$ cat src/sv/slhm_pkg.sv
`default_nettype none

package slhm_pkg;

    localparam int CHANNELS_DEFAULT = 8;

    // Widths of the stream payloads.
    localparam int OP_W      = 3;
    localparam int CH_W      = 3;
    localparam int HOLD_W    = 16;
    localparam int PINS_W    = 8;
    localparam int S_TDATA_W = 24;
    localparam int M_TDATA_W = 24;
    localparam int CFG_IDX_W = 3;
    localparam int CFG_DATA_W = 16;

    // Reset values of the configuration registers.
    localparam logic [15:0] BEAT_TIMEOUT_RST  = 16'd200;
    localparam logic [7:0]  TIMEOUT_MASK_RST  = 8'd94;
    localparam logic [7:0]  ACTIVITY_MASK_RST = 8'd96;
    localparam logic [15:0] BLINK_HALF_RST    = 16'd250;
    localparam logic [7:0]  READY_MASK_RST    = 8'd255;

    typedef enum logic [OP_W-1:0] {
        OP_TICK       = 3'd0,
        OP_BEAT       = 3'd1,
        OP_SET_HEALTH = 3'd2,
        OP_MARK       = 3'd3,
        OP_FATAL      = 3'd4,
        OP_CLOSE      = 3'd5
    } op_t;

    typedef enum logic [CFG_IDX_W-1:0] {
        CFG_BEAT_TIMEOUT  = 3'd0,
        CFG_TIMEOUT_MASK  = 3'd1,
        CFG_ACTIVITY_MASK = 3'd2,
        CFG_BLINK_HALF    = 3'd3,
        CFG_READY_MASK    = 3'd4
    } cfg_idx_t;

endpackage

`default_nettype wire

$ cat src/sv/status_led_heartbeat_monitor.sv
`default_nettype none

// Channel   | Dir | Handshake            | Payload
// ----------+-----+----------------------+-------------------------------------------
// s_*       | in  | s_tvalid / s_tready  | s_tuser: operation; s_tdata: channel, healthy, hold_ms
// m_*       | out | m_tvalid / m_tready  | m_tdata: led_pins, health_flags, fatal_flag
// cfg_*     | in  | cfg_valid / cfg_ready| cfg_index, cfg_data
//
// An accepted beat is processed while it sits in the input register, and its
// result is written to the result register once that register is free or draining.
// While m_tready stays high the block sustains one beat per cycle; the per-channel
// compare lanes all fit in the single combinational pass between the two registers.
// When the result register is held by a low m_tready, the input register holds too and
// s_tready drops only once both are full.
// Reset (rst_n low, asynchronous) restores the configuration defaults and the idle state.
module status_led_heartbeat_monitor #(
    parameter int CHANNELS = slhm_pkg::CHANNELS_DEFAULT
) (
    input  wire logic                            clk,
    input  wire logic                            rst_n,
    input  wire logic                            s_tvalid,
    output logic                                 s_tready,
    // From bit 0: channel[2:0], healthy[3], hold_ms[19:4], zero fill[23:20].
    input  wire logic [slhm_pkg::S_TDATA_W-1:0]  s_tdata,
    // Operation code, bits [2:0].
    input  wire logic [slhm_pkg::OP_W-1:0]       s_tuser,
    output logic                                 m_tvalid,
    input  wire logic                            m_tready,
    // From bit 0: led_pins[7:0], health_flags[15:8], fatal_flag[16], zero fill[23:17].
    output logic [slhm_pkg::M_TDATA_W-1:0]       m_tdata,
    input  wire logic                            cfg_valid,
    output logic                                 cfg_ready,
    input  wire logic [slhm_pkg::CFG_IDX_W-1:0]  cfg_index,
    input  wire logic [slhm_pkg::CFG_DATA_W-1:0] cfg_data
);
    import slhm_pkg::*;

    // The last channel is the fault indicator.
    localparam int FAULT_CH = CHANNELS - 1;
    localparam logic [CHANNELS-1:0] FAULT_BIT  = CHANNELS'(1) << FAULT_CH;
    localparam logic [CHANNELS-1:0] HEALTH_RST = CHANNELS'(1) | FAULT_BIT;

    // Configuration registers.
    logic [15:0] beat_timeout_reg;
    logic [7:0]  timeout_mask_reg;
    logic [7:0]  activity_mask_reg;
    logic [15:0] blink_half_reg;
    logic [7:0]  ready_mask_reg;

    // Input register.
    logic              in_valid_reg;
    logic              in_valid_next;
    logic [OP_W-1:0]   in_op_reg;
    logic [CH_W-1:0]   in_ch_reg;
    logic              in_healthy_reg;
    logic [HOLD_W-1:0] in_hold_reg;

    // Block state.
    logic [31:0]         clock_reg;
    logic [31:0]         clock_next;
    logic [15:0]         blink_cnt_reg;
    logic [15:0]         blink_cnt_next;
    logic                phase_reg;
    logic                phase_next;
    logic [CHANNELS-1:0] health_reg;
    logic [CHANNELS-1:0] health_next;
    logic [31:0]         beat_reg [CHANNELS];
    logic [31:0]         beat_next [CHANNELS];
    logic [31:0]         deadline_reg [CHANNELS];
    logic [31:0]         deadline_next [CHANNELS];
    logic                fatal_reg;
    logic                fatal_next;
    logic [CHANNELS-1:0] led_reg;
    logic [CHANNELS-1:0] led_next;

    // Result register.
    logic              out_valid_reg;
    logic              out_valid_next;
    logic [PINS_W-1:0] out_led_reg;
    logic [PINS_W-1:0] out_health_reg;
    logic              out_fatal_reg;

    // Datapath signals.
    logic                advance;
    logic [31:0]         mask_wide [3];
    logic [CHANNELS-1:0] tmask;
    logic [CHANNELS-1:0] amask;
    logic [CHANNELS-1:0] rmask;
    logic [31:0]         clock_inc;
    logic [15:0]         cnt_inc;
    logic                tick_phase;
    logic [31:0]         ch_wide;
    logic [CHANNELS-1:0] ch_sel;
    logic [CHANNELS-1:0] tick_health;
    logic [CHANNELS-1:0] tick_levels;
    logic [31:0]         lane_age [CHANNELS];
    logic [31:0]         lane_left [CHANNELS];
    logic [31:0]         led_wide;
    logic [31:0]         health_wide;

    // The item in the input register moves on whenever the result register is free
    // or is being emptied in this cycle.
    assign advance   = in_valid_reg && (!out_valid_reg || m_tready);
    assign s_tready  = !in_valid_reg || advance;
    assign cfg_ready = 1'b1;

    // Channel masks at the channel count.
    always_comb
    begin
        mask_wide[0] = {24'd0, timeout_mask_reg};
        mask_wide[1] = {24'd0, activity_mask_reg};
        mask_wide[2] = {24'd0, ready_mask_reg};
    end
    assign tmask = mask_wide[0][CHANNELS-1:0];
    assign amask = mask_wide[1][CHANNELS-1:0];
    assign rmask = mask_wide[2][CHANNELS-1:0];

    // Millisecond clock and blink divider as they stand after a tick.
    assign clock_inc  = clock_reg + 32'd1;
    assign cnt_inc    = blink_cnt_reg + 16'd1;
    assign tick_phase = (cnt_inc >= blink_half_reg) ? !phase_reg : phase_reg;

    // One lane per channel: beat age and remaining activity window after the tick.
    always_comb
    begin
        for (int i = 0; i < CHANNELS; i++)
        begin
            lane_age[i]  = clock_inc - beat_reg[i];
            lane_left[i] = deadline_reg[i] - clock_inc;
        end
    end

    // Health after the watchdog check, and the level each lane asks for on a tick.
    // An active window is a remaining time that is nonzero and positive when taken
    // as a signed 32-bit value; in the window the lane shows the inverted blink phase.
    always_comb
    begin
        for (int i = 0; i < CHANNELS; i++)
        begin
            tick_health[i] = health_reg[i];
            if (tmask[i] && health_reg[i] && (lane_age[i] > {16'd0, beat_timeout_reg}))
            begin
                tick_health[i] = 1'b0;
            end
            tick_levels[i] = tick_health[i];
            if (tick_health[i] && amask[i] && (lane_left[i] != 32'd0) && !lane_left[i][31])
            begin
                tick_levels[i] = !tick_phase;
            end
            if ((i == FAULT_CH) && fatal_reg)
            begin
                tick_levels[i] = 1'b0;
            end
        end
    end

    // Channel decode; a channel number at or above the channel count selects nothing.
    assign ch_wide = {29'd0, in_ch_reg};
    always_comb
    begin
        for (int i = 0; i < CHANNELS; i++)
        begin
            ch_sel[i] = (ch_wide == 32'(i));
        end
    end

    // Next state for the item in the input register.
    always_comb
    begin
        clock_next     = clock_reg;
        blink_cnt_next = blink_cnt_reg;
        phase_next     = phase_reg;
        health_next    = health_reg;
        beat_next      = beat_reg;
        deadline_next  = deadline_reg;
        fatal_next     = fatal_reg;
        led_next       = led_reg;
        unique case (in_op_reg)
            OP_TICK:
            begin
                clock_next     = clock_inc;
                blink_cnt_next = (cnt_inc >= blink_half_reg) ? 16'd0 : cnt_inc;
                phase_next     = tick_phase;
                health_next    = tick_health;
                led_next       = (led_reg & ~rmask) | (tick_levels & rmask);
            end
            OP_BEAT:
            begin
                for (int i = 0; i < CHANNELS; i++)
                begin
                    if (ch_sel[i])
                    begin
                        health_next[i] = 1'b1;
                        beat_next[i]   = clock_reg;
                    end
                end
            end
            OP_SET_HEALTH:
            begin
                for (int i = 0; i < CHANNELS; i++)
                begin
                    if (ch_sel[i])
                    begin
                        health_next[i] = in_healthy_reg;
                        if (in_healthy_reg)
                        begin
                            beat_next[i] = clock_reg;
                        end
                    end
                end
            end
            OP_MARK:
            begin
                for (int i = 0; i < CHANNELS; i++)
                begin
                    if (ch_sel[i] && (in_hold_reg != '0))
                    begin
                        deadline_next[i] = clock_reg + {16'd0, in_hold_reg};
                    end
                end
            end
            OP_FATAL:
            begin
                fatal_next  = 1'b1;
                health_next = health_reg & ~FAULT_BIT;
                led_next    = led_reg & ~(rmask & FAULT_BIT);
            end
            OP_CLOSE:
            begin
                health_next = '0;
                for (int i = 0; i < CHANNELS; i++)
                begin
                    beat_next[i]     = 32'd0;
                    deadline_next[i] = 32'd0;
                end
                led_next = led_reg & ~rmask;
            end
            default:
            begin
                // Unused codes leave the state as it is.
            end
        endcase
    end

    // Result fields at their fixed eight-bit width.
    always_comb
    begin
        led_wide                   = '0;
        led_wide[CHANNELS-1:0]     = led_next;
        health_wide                = '0;
        health_wide[CHANNELS-1:0]  = health_next;
    end

    always_comb
    begin
        if (s_tvalid && s_tready)
        begin
            in_valid_next = 1'b1;
        end
        else if (advance)
        begin
            in_valid_next = 1'b0;
        end
        else
        begin
            in_valid_next = in_valid_reg;
        end
    end

    always_comb
    begin
        if (advance)
        begin
            out_valid_next = 1'b1;
        end
        else if (m_tready)
        begin
            out_valid_next = 1'b0;
        end
        else
        begin
            out_valid_next = out_valid_reg;
        end
    end

    // Control, configuration and block state.
    always_ff @(posedge clk or negedge rst_n)
    begin
        if (!rst_n)
        begin
            beat_timeout_reg  <= BEAT_TIMEOUT_RST;
            timeout_mask_reg  <= TIMEOUT_MASK_RST;
            activity_mask_reg <= ACTIVITY_MASK_RST;
            blink_half_reg    <= BLINK_HALF_RST;
            ready_mask_reg    <= READY_MASK_RST;
            in_valid_reg      <= 1'b0;
            out_valid_reg     <= 1'b0;
            clock_reg         <= '0;
            blink_cnt_reg     <= '0;
            phase_reg         <= 1'b0;
            health_reg        <= HEALTH_RST;
            fatal_reg         <= 1'b0;
            led_reg           <= '0;
            for (int i = 0; i < CHANNELS; i++)
            begin
                beat_reg[i]     <= '0;
                deadline_reg[i] <= '0;
            end
        end
        else
        begin
            in_valid_reg  <= in_valid_next;
            out_valid_reg <= out_valid_next;
            if (cfg_valid && cfg_ready)
            begin
                unique case (cfg_index)
                    CFG_BEAT_TIMEOUT:  beat_timeout_reg  <= cfg_data;
                    CFG_TIMEOUT_MASK:  timeout_mask_reg  <= cfg_data[7:0];
                    CFG_ACTIVITY_MASK: activity_mask_reg <= cfg_data[7:0];
                    CFG_BLINK_HALF:    blink_half_reg    <= cfg_data;
                    CFG_READY_MASK:    ready_mask_reg    <= cfg_data[7:0];
                    default:
                    begin
                        // Indexes past the register list are dropped.
                    end
                endcase
            end
            if (advance)
            begin
                clock_reg     <= clock_next;
                blink_cnt_reg <= blink_cnt_next;
                phase_reg     <= phase_next;
                health_reg    <= health_next;
                beat_reg      <= beat_next;
                deadline_reg  <= deadline_next;
                fatal_reg     <= fatal_next;
                led_reg       <= led_next;
            end
        end
    end

    // Payload registers.
    always_ff @(posedge clk)
    begin
        if (s_tvalid && s_tready)
        begin
            in_op_reg      <= s_tuser;
            in_ch_reg      <= s_tdata[2:0];
            in_healthy_reg <= s_tdata[3];
            in_hold_reg    <= s_tdata[19:4];
        end
        if (advance)
        begin
            out_led_reg    <= led_wide[PINS_W-1:0];
            out_health_reg <= health_wide[PINS_W-1:0];
            out_fatal_reg  <= fatal_next;
        end
    end

    assign m_tvalid = out_valid_reg;
    assign m_tdata  = {7'd0, out_fatal_reg, out_health_reg, out_led_reg};

endmodule

`default_nettype wire

$ cat config.mk
export PLATFORM = sky130hd
export DESIGN_NAME = status_led_heartbeat_monitor
export DESIGN_NICKNAME = d
export VERILOG_FILES = /design/src/sv/slhm_pkg.sv /design/src/sv/status_led_heartbeat_monitor.sv
export SDC_FILE = /design/constraint.sdc
export NUM_CORES = 2
export LEC_CHECK = 0
export BUFFER_PORTS_ARGS = -buffer_cell sky130_fd_sc_hd__buf_2
export CORE_MARGIN = 4
export CORE_UTILIZATION = 40
export CTS_CLUSTER_DIAMETER = 200
export DETAILED_ROUTE_END_ITERATION = 8
export GPL_TIMING_DRIVEN = 0
export HOLD_SLACK_MARGIN = 0.06
export PLACE_DENSITY = 0.58
export RECOVER_POWER = 50
export SETUP_SLACK_MARGIN = 0.3
export SYNTH_ARGS = -nofsm -noshare
export SYNTH_HDL_FRONTEND = slang
export SYNTH_SLANG_ARGS = --single-unit
$ cat constraint.sdc
create_clock -name clk -period 13.8 [get_ports clk]
set_input_delay 2.76 -clock clk [delete_from_list [all_inputs] [get_ports clk]]
set_output_delay 2.76 -clock clk [all_outputs]
set_load 0.1 [all_outputs]
==> impl_metrics.py <==
metrics = {
    "sta": {
        "fin_skew_ps": 41.3,
        "fmax_mhz": 89.1,
        "fin_tns_setup_ps": 0,
        "hold_viol_final": 0,
        "rsz0062_at_grt": "false",
        "min_period_over_period_pct": 81.3,
        "tightest_slew_ps": 5750,
        "drv_slew": 261,
        "fin_ws_ps": 2580,
        "relSlewSlack_pct": -283,
        "setup_viol": 0,
        "period_needed_ps": 11220,
    },
    "status": {
        "violations": "max-capacitance violations, max-slew violations",
        "outcome": "finished, violations left",
    },
    "min_path": {
        "whs_endpoint": "led_reg[4]",
        "hold_depth": 2,
        "min-delay-start": "led_reg[4]",
        "min_path_type": "reg2reg",
    },
    "placement": {
        "hpwlAfterDp_um": 191000,
        "place_area_sq_mm": 0.0655,
        "pre_cts_slack_ps": 2850,
        "port_buffers": 65,
        "gp_congestion": 0.967,
    },
    "setup_path": {
        "crit_buf_inv": 1,
        "timing.rr.start": "clock_reg[0]",
        "rrSetupSlack_ps": 2580,
        "critPathTopFamily": "simple AND/OR/NAND/NOR gates",
        "r2r_cells": 23,
        "rr_endpoint": "out_led_reg[6]",
        "cp.required_ps": 14240,
        "critPathMaxStageDelay_ps": 1360,
        "arrival_ps": 11670,
        "path_class": "reg2reg",
        "cp_common_cell": "and3_1",
        "crit_path_start_kind": "flip-flop",
        "cp-end-kind": "flip-flop",
        "cp_max_fo": 13,
        "cp_slowest_cell": "dfrtp_1",
        "crit_chain": "nand3_1 > nor3_2 > and3_1 > and3_1 > and3_1 > and3_1 > and3_1 > nand2_1 > nor2_1 > xor2_4 > inv_1 > ha_1 > or3b_2 > o311a_1 > o2111ai_1 > a311oi_1 > nand4_1 > a2111oi_0 > nor4b_1 > o2111ai_1 > nor4_1 > o21ai_1 > o21ai_0",
    },
    "pwr": {
        "p_seq_share_pct": 19.7,
        "p_comb_share_pct": 61.0,
        "total_power_uw": 12800,
        "power.switching_uw": 5870,
        "power_leakage_uw": 0.0318,
        "p_int_uw": 6910,
        "power.switching_fraction_pct": 45.9,
        "clockPowerShare_pct": 19.3,
        "powerDensity_mw_per_mm2": 187,
        "vdd_drop_max_v": 0.000148,
    },
    "clocking": {
        "hold_buffers": 0,
        "cts_buffers": 84,
        "cts_htree_levels": 3,
        "cts.repair.resized": 0,
        "path_clk_slew_ps": 60,
        "cts_setup_buffers": 0,
        "cts_tree": "yes",
        "cts_root_buffer": "clkbuf_16",
        "clk_latency_ps": 730,
        "cts_sinks": 676,
        "cts_buffer_depth": 3,
    },
    "finish": {
        "final_cell_mix": "nand2_1 (1140), o21ai_0 (730), ha_1 (658)",
        "final_cell_area_sq_mm": 0.0685,
        "syn_to_final_growth_pct": 11.6,
        "seqCellArea_sq_mm": 0.0171,
        "final_common_cell": "nand2_1",
        "nFillCells": 15294,
        "final_nets": 8608,
        "multi_input_area_sq_mm": 0.0416,
        "drive_above_1_share_pct": 6.28,
    },
    "grt": {
        "grt_first_pass_wirelength_um": 371000,
        "busiest_layer": "met2",
        "grt_pass1_vias": 57670,
        "antenna_found_initial": 11,
        "grt_max_degree": 121,
        "use_met1_pct": 40.2,
        "grt_use_met3_pct": 4.84,
        "met2_usage_pct": 49.4,
        "grtUsageTotal_pct": 30.9,
        "overflow": 0,
    },
    "route": {
        "drt_iter0_drc": 5149,
        "wl_per_cell_um": 25.3,
        "drtPass1Iterations": 6,
        "drtAntennaViolNets": 0,
        "viasPerCell": 6.10,
        "drt-total-wl_um": 253000,
        "drc": 0,
        "dr_total_vias": 60906,
    },
    "synth": {
        "synth-edff-count": 40,
        "yosys.cell_types.count": 95,
        "synthArstFlopShare_pct": 94.1,
        "syn_inst": 7672,
        "syn_avg_cell_area_sq_um": 7.99,
        "ys.warnings.count": 0,
        "seq_area_frac_synth_pct": 28.0,
        "synth-main-ff-cell": "dfrtp_1",
        "mappedNetlistArea_sq_mm": 0.0613,
        "synth_seq_cells": 676,
    },
    "floorplanning": {
        "die_area_sq_mm": 0.160,
        "coreArea_sq_mm": 0.152,
        "rows": 143,
        "io_pins": 78,
        "start_util_pct": 40.3,
        "die_w_um": 400,
        "die_h_um": 400,
    },
    "run": {
        "drv_cap": 6,
    },
}
==> kinds of logic (layout without fill, tap and decap cells) <==
kind of cell / count (synthesis) / count (layout) / synth area share, %
DFF: 676 / 676 / 28.0
adders and majority gates: 675 / 675 / 14.0
xor gates and xnor gates: 361 / 361 / 5.18
buffers and inverters: 807 / 1075 / 5.02
muxes: 143 / 143 / 2.52
AOI/OAI and AO/OA: 2509 / 2509 / 26.2
and+or+nand+nor: 2499 / 2499 / 19.1
other: 2 / 18 / 0.0122
==> layer usage <==
layer	vias up	share of wire (%)
li1	28375	-
met2	2376	45
met1	29560	42
met5	-	0.0044
met4	2	6.2
met3	593	7.4
==> worst reg2reg max path, stage by stage (launching register included) <==
cell and delay [ps]:
dfrtp_1 1360, nand3_1 450, nor3_2 680, and3_1 380, and3_1 280, and3_1 280, and3_1 260, and3_1 280
nand2_1 250, nor2_1 340, xor2_4 760, inv_1 700, ha_1 650, or3b_2 170, o311a_1 150, o2111ai_1 130
a311oi_1 480, nand4_1 140, a2111oi_0 650, nor4b_1 400, o2111ai_1 220, nor4_1 1130, o21ai_1 290, o21ai_0 510
==> power by group through the flow <==
| stage | Clock [uW] | Sequential, uW | Combinational, uW |
|---|---|---|---|
| CTS | 2500 | 2510 | 7720 |
| global route | 2580 | 2540 | 8620 |
| floorplan | 0 | 2490 | 5610 |
| global placement | 0 | 2540 | 7540 |
| detailed placement | 0 | 2540 | 7670 |
| finish | 2470 | 2510 | 7800 |
==> cell usage after synthesis, types with 84 or more instances <==
master    number  share of area [%]
nand2b_1      84               0.86
ha_1         658                 13
nand2_1     1140                7.0
mux2_2        90                1.7
xor2_1       143                2.0
dfrtp_1      610                 25
o21a_1       108                1.3
o21ai_0      730                6.0
nor3_1       114               0.93
a21o_1       254                3.1
nor2b_1       85               0.87
nand4_1      125                1.3
xnor2_1      217                3.1
nand3_1      164                1.3
inv_1        486                3.0
nor2_1       399                2.4
a21oi_1      542                4.4
clkbuf_1     302                1.8
o31ai_1      128                1.6
==> through the flow <==
step / hold slack (ps) / cells / util [%]
5_1_grt: 494 / 9976 / 45.0
3_3_place_gp: 455 / 9773 / 42.2
3_5_place_dp: 463 / 9826 / 43.1
2_1_floorplan: 441 / 7678 / -
6_report: 473 / 9986 / 45.0
4_1_cts: 475 / 9976 / 45.0
==> worst max path at each step <==
stage                      start  cells past startpoint  slack (ps)             end
floorplan               m_tready                      1        7460        s_tready
global placement           rst_n                      1       -4380   beat_reg[120]
detailed placement  clock_reg[0]                     23        2850  out_led_reg[6]
CTS                 clock_reg[0]                     23        2810  out_led_reg[6]
global route        clock_reg[0]                     23        2370  out_led_reg[6]
finish              clock_reg[0]                     23        2580  out_led_reg[6]
==> cell type report <==
class	count	share of cell area, %
Tap cell	2030	3.71
Clock buffer	106	3.35
Clock inverter	44	1.03
Sequential cell	676	25.0
Antenna cell	10	0.0365
Multi-Input combinational cell	6195	60.7
Inverter	486	2.66
Timing Repair Buffer	118	1.64
Buffer	321	1.83
(Power assumes the default switching activity.)
